$ cat src/design/cmdsplit_pkg.sv
// Shared constants and types for the command line argument splitter.
// No dependencies; imported by the controller, the datapath and the top level.
`timescale 1ns / 1ps

package cmdsplit_pkg;

    localparam int MAX_SLASH_RUN_DEF = 32;

    localparam logic [15:0] CH_SPACE  = 16'h0020;
    localparam logic [15:0] CH_TAB    = 16'h0009;
    localparam logic [15:0] CH_BSLASH = 16'h005C;
    localparam logic [15:0] CH_QUOTE  = 16'h0022;

    localparam logic [1:0] KIND_CHAR = 2'd0;
    localparam logic [1:0] KIND_TERM = 2'd1;
    localparam logic [1:0] KIND_DONE = 2'd2;

    typedef struct packed {
        logic load;
        logic emit_slash;
        logic emit_tail;
        logic emit_done;
    } cmd_t;

    typedef struct packed {
        logic plan_slash_nz;
        logic plan_tail;
        logic plan_done;
        logic slash_one;
        logic tail_valid;
        logic done_valid;
        logic out_free;
    } status_t;

endpackage

$ cat src/design/cmdsplit_ctrl.sv
// Controller for the splitter: sequences backslash, tail and line-done results.
// Depends on cmdsplit_pkg for the command and status structs.
`timescale 1ns / 1ps

module cmdsplit_ctrl (
    input  logic                  clk,
    input  logic                  rst_n,
    input  logic                  in_valid,
    input  cmdsplit_pkg::status_t sts,
    output cmdsplit_pkg::cmd_t    cmd,
    output logic                  in_stall
);
    import cmdsplit_pkg::*;

    typedef enum logic [1:0] {
        S_IDLE,
        S_SLASH,
        S_TAIL,
        S_DONE
    } state_t;

    state_t state_reg;
    state_t state_next;

    always_comb
    begin
        cmd        = '0;
        state_next = state_reg;
        case (state_reg)
            S_IDLE:
            begin
                if (in_valid)
                begin
                    cmd.load = 1'b1;
                    if (sts.plan_slash_nz)
                        state_next = S_SLASH;
                    else if (sts.plan_tail)
                        state_next = S_TAIL;
                    else if (sts.plan_done)
                        state_next = S_DONE;
                    else
                        state_next = S_IDLE;
                end
            end
            S_SLASH:
            begin
                if (sts.out_free)
                begin
                    cmd.emit_slash = 1'b1;
                    if (sts.slash_one)
                    begin
                        if (sts.tail_valid)
                            state_next = S_TAIL;
                        else if (sts.done_valid)
                            state_next = S_DONE;
                        else
                            state_next = S_IDLE;
                    end
                end
            end
            S_TAIL:
            begin
                if (sts.out_free)
                begin
                    cmd.emit_tail = 1'b1;
                    state_next    = sts.done_valid ? S_DONE : S_IDLE;
                end
            end
            S_DONE:
            begin
                if (sts.out_free)
                begin
                    cmd.emit_done = 1'b1;
                    state_next    = S_IDLE;
                end
            end
            default:
            begin
                state_next = S_IDLE;
            end
        endcase
    end

    assign in_stall = (state_reg != S_IDLE);

    always_ff @(posedge clk or negedge rst_n)
    begin
        if (!rst_n)
            state_reg <= S_IDLE;
        else
            state_reg <= state_next;
    end

endmodule

$ cat src/design/cmdsplit_dp.sv
// Datapath for the splitter: parser state, per-transaction result plan, output register.
// Depends on cmdsplit_pkg for character codes, result kinds and the control structs.
`timescale 1ns / 1ps

module cmdsplit_dp #(
    parameter int MAX_SLASH_RUN = cmdsplit_pkg::MAX_SLASH_RUN_DEF
) (
    input  logic                  clk,
    input  logic                  rst_n,
    input  logic [15:0]           char_code,
    input  logic                  end_of_line,
    input  logic                  out_stall,
    input  cmdsplit_pkg::cmd_t    cmd,
    output cmdsplit_pkg::status_t sts,
    output logic                  out_valid,
    output logic [1:0]            kind,
    output logic [15:0]           out_char,
    output logic [15:0]           arg_count,
    output logic                  overflow,
    output logic                  last
);
    import cmdsplit_pkg::*;

    localparam int SLASH_W = $clog2(MAX_SLASH_RUN + 1);
    localparam logic [SLASH_W-1:0] SLASH_MAX = SLASH_W'(MAX_SLASH_RUN);

    // parser state
    logic               in_quotes_reg,   in_quotes_next;
    logic               in_arg_reg,      in_arg_next;
    logic               quote_pend_reg,  quote_pend_next;
    logic [SLASH_W-1:0] slashes_reg,     slashes_next;
    logic [15:0]        counter_reg,     counter_next;
    logic               ovf_seen_reg,    ovf_seen_next;

    // plan for the current transaction
    logic [SLASH_W-1:0] plan_slash;
    logic               plan_tail;
    logic [1:0]         plan_kind;
    logic [15:0]        plan_char;
    logic               plan_done;
    logic [15:0]        plan_cnt;
    logic               plan_ovf;

    logic [SLASH_W-1:0] slash_left_reg, slash_left_next;
    logic               tail_valid_reg, tail_valid_next;
    logic [1:0]         tail_kind_reg;
    logic [15:0]        tail_char_reg;
    logic               done_valid_reg, done_valid_next;
    logic [15:0]        cap_cnt_reg;
    logic               cap_ovf_reg;

    logic               out_valid_reg;
    logic [1:0]         kind_reg;
    logic [15:0]        out_char_reg;
    logic [15:0]        arg_count_reg;
    logic               overflow_reg;
    logic               last_reg;

    logic out_free;
    logic is_blank;
    logic handled;

    assign is_blank = (char_code == CH_SPACE) || (char_code == CH_TAB);
    assign out_free = !out_valid_reg || !out_stall;

    always_comb
    begin
        in_quotes_next  = in_quotes_reg;
        in_arg_next     = in_arg_reg;
        quote_pend_next = quote_pend_reg;
        slashes_next    = slashes_reg;
        counter_next    = counter_reg;
        ovf_seen_next   = ovf_seen_reg;
        plan_slash      = '0;
        plan_tail       = 1'b0;
        plan_kind       = KIND_CHAR;
        plan_char       = 16'd0;
        plan_done       = 1'b0;
        handled         = 1'b0;
        plan_cnt        = counter_reg;
        plan_ovf        = ovf_seen_reg;

        if (end_of_line || (char_code == 16'd0))
        begin
            plan_slash      = slashes_reg;
            plan_tail       = in_arg_reg;
            plan_kind       = KIND_TERM;
            plan_done       = 1'b1;
            in_quotes_next  = 1'b0;
            in_arg_next     = 1'b0;
            quote_pend_next = 1'b0;
            slashes_next    = '0;
            counter_next    = 16'd0;
            ovf_seen_next   = 1'b0;
        end
        else
        begin
            if (quote_pend_reg)
            begin
                quote_pend_next = 1'b0;
                if (char_code == CH_QUOTE)
                begin
                    plan_tail = 1'b1;
                    plan_char = CH_QUOTE;
                    handled   = 1'b1;
                end
                else
                begin
                    in_quotes_next = 1'b0;
                end
            end
            if (!handled && !in_arg_reg)
            begin
                if (is_blank)
                    handled = 1'b1;
                else
                begin
                    in_arg_next    = 1'b1;
                    in_quotes_next = 1'b0;
                    if (counter_reg != 16'hFFFF)
                        counter_next = counter_reg + 16'd1;
                end
            end
            if (!handled)
            begin
                if (char_code == CH_BSLASH)
                begin
                    if (slashes_reg < SLASH_MAX)
                        slashes_next = slashes_reg + SLASH_W'(1);
                    else
                        ovf_seen_next = 1'b1;
                end
                else if ((slashes_reg != '0) && (char_code == CH_QUOTE))
                begin
                    slashes_next = '0;
                    plan_slash   = slashes_reg >> 1;
                    if (slashes_reg[0])
                    begin
                        plan_tail = 1'b1;
                        plan_char = CH_QUOTE;
                    end
                    else
                        in_quotes_next = !in_quotes_next;
                end
                else
                begin
                    slashes_next = '0;
                    plan_slash   = slashes_reg;
                    if (char_code == CH_QUOTE)
                    begin
                        if (in_quotes_next)
                            quote_pend_next = 1'b1;
                        else
                            in_quotes_next = 1'b1;
                    end
                    else if (is_blank && !in_quotes_next)
                    begin
                        plan_tail      = 1'b1;
                        plan_kind      = KIND_TERM;
                        in_arg_next    = 1'b0;
                        in_quotes_next = 1'b0;
                    end
                    else
                    begin
                        plan_tail = 1'b1;
                        plan_char = char_code;
                    end
                end
            end
            plan_cnt = counter_next;
            plan_ovf = ovf_seen_next;
        end
    end

    always_comb
    begin
        slash_left_next = slash_left_reg;
        tail_valid_next = tail_valid_reg;
        done_valid_next = done_valid_reg;
        if (cmd.load)
        begin
            slash_left_next = plan_slash;
            tail_valid_next = plan_tail;
            done_valid_next = plan_done;
        end
        else if (cmd.emit_slash)
            slash_left_next = slash_left_reg - SLASH_W'(1);
        else if (cmd.emit_tail)
            tail_valid_next = 1'b0;
        else if (cmd.emit_done)
            done_valid_next = 1'b0;
    end

    assign sts.plan_slash_nz = (plan_slash != '0);
    assign sts.plan_tail     = plan_tail;
    assign sts.plan_done     = plan_done;
    assign sts.slash_one     = (slash_left_reg == SLASH_W'(1));
    assign sts.tail_valid    = tail_valid_reg;
    assign sts.done_valid    = done_valid_reg;
    assign sts.out_free      = out_free;

    always_ff @(posedge clk or negedge rst_n)
    begin
        if (!rst_n)
        begin
            in_quotes_reg  <= 1'b0;
            in_arg_reg     <= 1'b0;
            quote_pend_reg <= 1'b0;
            slashes_reg    <= '0;
            counter_reg    <= 16'd0;
            ovf_seen_reg   <= 1'b0;
            slash_left_reg <= '0;
            tail_valid_reg <= 1'b0;
            done_valid_reg <= 1'b0;
            out_valid_reg  <= 1'b0;
        end
        else
        begin
            if (cmd.load)
            begin
                in_quotes_reg  <= in_quotes_next;
                in_arg_reg     <= in_arg_next;
                quote_pend_reg <= quote_pend_next;
                slashes_reg    <= slashes_next;
                counter_reg    <= counter_next;
                ovf_seen_reg   <= ovf_seen_next;
            end
            slash_left_reg <= slash_left_next;
            tail_valid_reg <= tail_valid_next;
            done_valid_reg <= done_valid_next;
            if (out_free)
                out_valid_reg <= cmd.emit_slash || cmd.emit_tail || cmd.emit_done;
        end
    end

    always_ff @(posedge clk)
    begin
        if (cmd.load)
        begin
            tail_kind_reg <= plan_kind;
            tail_char_reg <= plan_char;
            cap_cnt_reg   <= plan_cnt;
            cap_ovf_reg   <= plan_ovf;
        end
        if (out_free)
        begin
            arg_count_reg <= cap_cnt_reg;
            overflow_reg  <= cap_ovf_reg;
            if (cmd.emit_slash)
            begin
                kind_reg     <= KIND_CHAR;
                out_char_reg <= CH_BSLASH;
                last_reg     <= sts.slash_one && !tail_valid_reg && !done_valid_reg;
            end
            else if (cmd.emit_tail)
            begin
                kind_reg     <= tail_kind_reg;
                out_char_reg <= tail_char_reg;
                last_reg     <= !done_valid_reg;
            end
            else
            begin
                kind_reg     <= KIND_DONE;
                out_char_reg <= 16'd0;
                last_reg     <= 1'b1;
            end
        end
    end

    assign out_valid = out_valid_reg;
    assign kind      = kind_reg;
    assign out_char  = out_char_reg;
    assign arg_count = arg_count_reg;
    assign overflow  = overflow_reg;
    assign last      = last_reg;

endmodule

$ cat src/design/command_line_argument_splitter.sv
// Command line argument splitter, top level.
// Input channel: in_valid/in_stall carry one UTF-16 code unit (char_code) or an
// end_of_line mark per transaction; a zero code also ends the line.
// Output channel: out_valid/out_stall carry one result per transaction: kind
// (character, terminator, line done), out_char, arg_count, overflow, and last
// on the final result caused by an input transaction.
// Each input transaction is taken in, then its results are sent in turn: held
// backslashes one per cycle while the output is free, then at most one tail
// result, then line done on end of line. A transaction with no result leaves
// in_stall low; one with results holds in_stall until its last result leaves
// the plan. The sequencing controller is the limit: one result leaves the
// plan per cycle while the output register is free. Results pass from the
// plan registers to the output register, which takes a new result in the same
// cycle the previous one is taken; when out_stall is high the results hold
// and in_stall stays high until the plan drains.
// Reset clears the parser state, the plan and the output valid at once.
// Depends on cmdsplit_pkg, cmdsplit_ctrl and cmdsplit_dp.
`timescale 1ns / 1ps

module command_line_argument_splitter #(
    parameter int MAX_SLASH_RUN = cmdsplit_pkg::MAX_SLASH_RUN_DEF
) (
    input  logic        clk,
    input  logic        rst_n,
    input  logic        in_valid,
    output logic        in_stall,
    input  logic [15:0] char_code,
    input  logic        end_of_line,
    output logic        out_valid,
    input  logic        out_stall,
    output logic [1:0]  kind,
    output logic [15:0] out_char,
    output logic [15:0] arg_count,
    output logic        overflow,
    output logic        last
);
    import cmdsplit_pkg::*;

    cmd_t    cmd;
    status_t sts;

    cmdsplit_ctrl u_ctrl (
        .clk      (clk),
        .rst_n    (rst_n),
        .in_valid (in_valid),
        .sts      (sts),
        .cmd      (cmd),
        .in_stall (in_stall)
    );

    cmdsplit_dp #(
        .MAX_SLASH_RUN (MAX_SLASH_RUN)
    ) u_dp (
        .clk         (clk),
        .rst_n       (rst_n),
        .char_code   (char_code),
        .end_of_line (end_of_line),
        .out_stall   (out_stall),
        .cmd         (cmd),
        .sts         (sts),
        .out_valid   (out_valid),
        .kind        (kind),
        .out_char    (out_char),
        .arg_count   (arg_count),
        .overflow    (overflow),
        .last        (last)
    );

`ifndef ASSERT_OFF
    a_done_is_last: assert property (@(posedge clk) disable iff (!rst_n)
        out_valid && (kind == KIND_DONE) |-> last)
        else $error("line done result without last");

    a_char_zero: assert property (@(posedge clk) disable iff (!rst_n)
        out_valid && (kind != KIND_CHAR) |-> (out_char == 16'd0))
        else $error("non-character result carries a character");

    a_hold_stalled: assert property (@(posedge clk) disable iff (!rst_n)
        out_valid && out_stall |=> out_valid && $stable(kind) && $stable(out_char)
            && $stable(arg_count) && $stable(overflow) && $stable(last))
        else $error("stalled result changed");
`endif

endmodule

$ cat config.mk
export PLATFORM = sky130hd
export DESIGN_NAME = command_line_argument_splitter
export DESIGN_NICKNAME = d
export VERILOG_FILES = /design/src/design/cmdsplit_pkg.sv /design/src/design/cmdsplit_ctrl.sv /design/src/design/cmdsplit_dp.sv /design/src/design/command_line_argument_splitter.sv
export SDC_FILE = /design/constraint.sdc
export NUM_CORES = 1
export LEC_CHECK = 0
export ABC_AREA = 1
export ABC_CLOCK_PERIOD_IN_PS = 3550
export BUFFER_PORTS_ARGS = -buffer_cell sky130_fd_sc_hd__buf_2
export CAP_MARGIN = 15
export CORE_MARGIN = 1.5
export CORE_UTILIZATION = 40
export CTS_CLUSTER_DIAMETER = 150
export CTS_CLUSTER_SIZE = 20
export DETAILED_ROUTE_END_ITERATION = 7
export GPL_ROUTABILITY_DRIVEN = 0
export PLACE_DENSITY = 0.66
export SLEW_MARGIN = 40
export SYNTH_ARGS = -nofsm -noshare
export SYNTH_HDL_FRONTEND = slang
export SYNTH_HIERARCHICAL = 1
export SYNTH_SLANG_ARGS = --single-unit
$ cat constraint.sdc
create_clock -name clk -period 3.55 [get_ports clk]
set_clock_uncertainty 0.1 [all_clocks]
set_input_delay 0.5325 -clock clk [delete_from_list [all_inputs] [get_ports clk]]
set_output_delay 0.5325 -clock clk [all_outputs]
set_load 0.03 [all_outputs]
==> flow_summary.json <==
{
  "status": "finished, final reports clean",
  "cp-start-kind": "flop",
  "met3WireLength_um": 586,
  "crit_path_frequent_cell": "nand2_1",
  "dr.pass1.iters": 5,
  "hold_viol": 0,
  "crit_path_max_incr_delay_ns": 0.46,
  "grt_max_degree": 51,
  "cts_hold_buf": 0,
  "initialDrtViolationCount": 493,
  "cp_max_fo": 7,
  "setup_viol": 0,
  "wl_per_cell_um": 12.86,
  "hp-class": "in2async",
  "syn_avg_cell_area_um2": 8.045,
  "syn_to_final_growth_pct": 12.31,
  "crit_arrival_ns": 2.72,
  "tns_ns": 0,
  "cts-resized-gates": 0,
  "drc": 0,
  "tightest_slew_ns": 0.6498,
  "ir_drop_v": 0.0002710,
  "dp_slack_ns": 0.9502,
  "drive_gt1_share_pct": 14.98,
  "rows": 43,
  "synth-seq-area-share_pct": 51.99,
  "die-area_um2": 15290,
  "layoutNonFillerInstCount": 961,
  "die_h_um": 123.7,
  "syn_area_um2": 5824,
  "maxCapViolCount": 0,
  "grt_first_pass_wirelength_um": 20190,
  "cts-buffers-inserted": 9,
  "ios": 59,
  "slew_violations": 0,
  "timing.final.ws_setup_ns": 1.011,
  "hold_ws_ns": 0.06117,
  "antenna_found_initial": 0,
  "core_um2": 14040,
  "start_util_pct": 41.48,
  "syn_inst": 724,
  "portBuffers": 58,
  "clkTransAtPathRegs_ns": 0.07,
  "layout_common_cells": "nand2_1, inv_1, nor2_1, edfxtp_1, nand3_1",
  "slew_headroom_pct": 56.68,
  "cpMaxStageDelayCell": "dfrtp_1",
  "dpl.hpwl_um": 8759,
  "vias": 4702,
  "min_period_ns": 2.539,
  "cts_tree": "yes",
  "leakage_nw": 3.122,
  "n_antenna_cell": 0,
  "clock_latency_ns": 0.34,
  "placed_cells": 945,
  "drt.antenna.violating_nets": 0,
  "synth-seq-cells": 107,
  "overflow": 0,
  "max_freq_ghz": 0.3939,
  "root_buffer": "clkbuf_16",
  "die-width_um": 123.7,
  "final_common_cell": "nand2_1",
  "crit_chain": "inv_1 > ha_1 > inv_1 > nor4_1 > inv_1 > a21oi_1 > o21ai_0 > and2_1 > inv_1 > nand2_1 > nand2_1 > nand2_1 > nand3_1 > nand2_1 > nand2_1",
  "syn_nets": 750,
  "fin_nets": 802,
  "synth_cell_types": 36,
  "cp_num_buf_inv": 4,
  "grtUsageTotal_pct": 16.90,
  "cts.htree.levels": 3,
  "vias_per_cell": 4.893,
  "wl_met1_um": 5940,
  "power.density_nw_per_um2": 635.3,
  "grt_pass1_vias": 4118,
  "dr_wl_met2_um": 5614,
  "fin_crit_sh_pct": 71.51,
  "required_ns": 3.74,
  "clk_path_buf_depth": 2,
  "clock-sinks": 107,
  "critPathTopFamily": "simple AND/OR/NAND/NOR gates",
  "highest_layer": "met4",
  "crit_type": "reg2reg",
  "endpoint_kind": "flop",
  "postCtsSetupBuffers": 0,
  "drt_wl_total_um": 12360,
  "yosys_warnings": 6,
  "rsz0062_at_grt": "false"
}
[cells in the mapped netlist]
| cell type | n | area [µm²] |
|---|---|---|
| clkbuf_1 | 6 | 22.52 |
| buf_2 | 4 | 20.02 |
| nor2_2 | 6 | 37.54 |
| o21ai_2 | 2 | 17.52 |
| nand3_2 | 3 | 30.03 |
| edfxtp_1 | 70 | 2102 |
| nand2_2 | 6 | 37.54 |
| nor3b_1 | 2 | 15.01 |
| ha_1 | 5 | 62.56 |
| nand2_1 | 221 | 829.6 |
| buf_1 | 4 | 15.01 |
| dfrtp_1 | 37 | 925.9 |
| nor2_4 | 3 | 33.78 |
| nor3_1 | 11 | 55.05 |
| nand2_4 | 2 | 22.52 |
| o21ai_1 | 17 | 85.08 |
| o21bai_1 | 1 | 7.510 |
| buf_6 | 4 | 45.04 |
| nand3_1 | 61 | 305.3 |
| xor2_1 | 7 | 61.31 |
| xnor2_1 | 2 | 17.52 |
| and2_1 | 1 | 6.260 |
| a21oi_2 | 1 | 8.760 |
| inv_2 | 11 | 41.29 |
| o21ai_0 | 24 | 120.1 |
| nand4_2 | 1 | 12.51 |
| nor2_1 | 74 | 277.8 |
| clkinv_1 | 1 | 3.750 |
| buf_4 | 5 | 37.54 |
| inv_1 | 94 | 352.8 |
| o22ai_1 | 2 | 12.51 |
| nor4_1 | 2 | 12.51 |
| a31oi_1 | 1 | 6.260 |
| nand4_1 | 13 | 81.33 |
| nand3b_1 | 1 | 7.510 |
| a21oi_1 | 19 | 95.09 |
[worst paths after layout]
check                                                startpoint                                  to  slack [ns]  depth (start not counted)
worst max-delay path            u_dp/slashes_reg[0]$_DFFE_PN0P_     u_ctrl/state_reg[0]$_DFFE_PN0P_        1.01                         15
worst min-delay path                                      rst_n  u_dp/slash_left_reg[2]$_DFFE_PN0P_        0.06                          1
worst max register to register  u_dp/slashes_reg[0]$_DFFE_PN0P_     u_ctrl/state_reg[0]$_DFFE_PN0P_        1.01                         15
worst min register to register   u_dp/cap_cnt_reg[13]$_DFFE_PP_        u_dp/arg_count[13]$_DFFE_PP_        0.32                          0
max in group asynchronous                                 rst_n    u_dp/counter_reg[12]$_DFFE_PN0P_        2.91                          1
min in group clk                 u_dp/cap_cnt_reg[13]$_DFFE_PP_        u_dp/arg_count[13]$_DFFE_PP_        0.32                          0
[routing by layer]
layer | track usage (%) | up-vias
li1 | - | 2428
met1 | 23.85 | 2145
met2 | 26.55 | 115
met3 | 2.015 | 14
met4 | 6.681 | 0
met5 | 0 | -
[worst reg2reg max path: stages, from the launching register on]
cell	delay (ns)
dfrtp_1	0.46
inv_1	0.13
ha_1	0.15
inv_1	0.04
nor4_1	0.44
inv_1	0.18
a21oi_1	0.26
o21ai_0	0.16
and2_1	0.15
inv_1	0.06
nand2_1	0.05
nand2_1	0.06
nand2_1	0.05
nand3_1	0.07
nand2_1	0.06
nand2_1	0.06
[stage by stage]
stage	util [%]	cell area, µm²	power, W
after floorplan	-	5827	0.002893
after global placement	44.52	6252	0.003210
after detailed placement	44.57	6259	0.003236
after CTS	46.58	6541	0.004191
after global routing	46.58	6541	0.004421
final	46.58	6541	0.004156
[cell families (layout without fill, tap and decap cells)]
group	count (synthesis)	count (layout)	share of synthesized area (%)
buffers and inverters	129	186	9.237
XOR/XNOR	9	9	1.353
AO/OA/AOI/OAI	67	67	6.058
flip-flops	107	107	51.99
adder cells (fa/ha/maj)	5	5	1.074
AND/OR/NAND/NOR	407	407	30.29
[layout make-up]
cell class / instances / area (µm²)
multi-input cells: 488 / 2270
clock buffers: 9 / 225.2
well taps: 180 / 225.2
inverters: 106 / 397.9
flip-flops and latches: 107 / 3028
repair buffers: 64 / 337.8
clock inverters: 7 / 57.56
fillers: 1317 / 7501
[where the power goes]
group | internal [W] | total, W | switching, W | leakage [nW]
clock network | 0.000486 | 0.000949 | 0.000463 | 0.134
logic | 0.000350 | 0.00133 | 0.000984 | 1.79
registers | 0.00173 | 0.00187 | 0.000141 | 1.20
total | 0.00257 | 0.00416 | 0.00159 | 3.12
(Power assumes the default switching activity.)
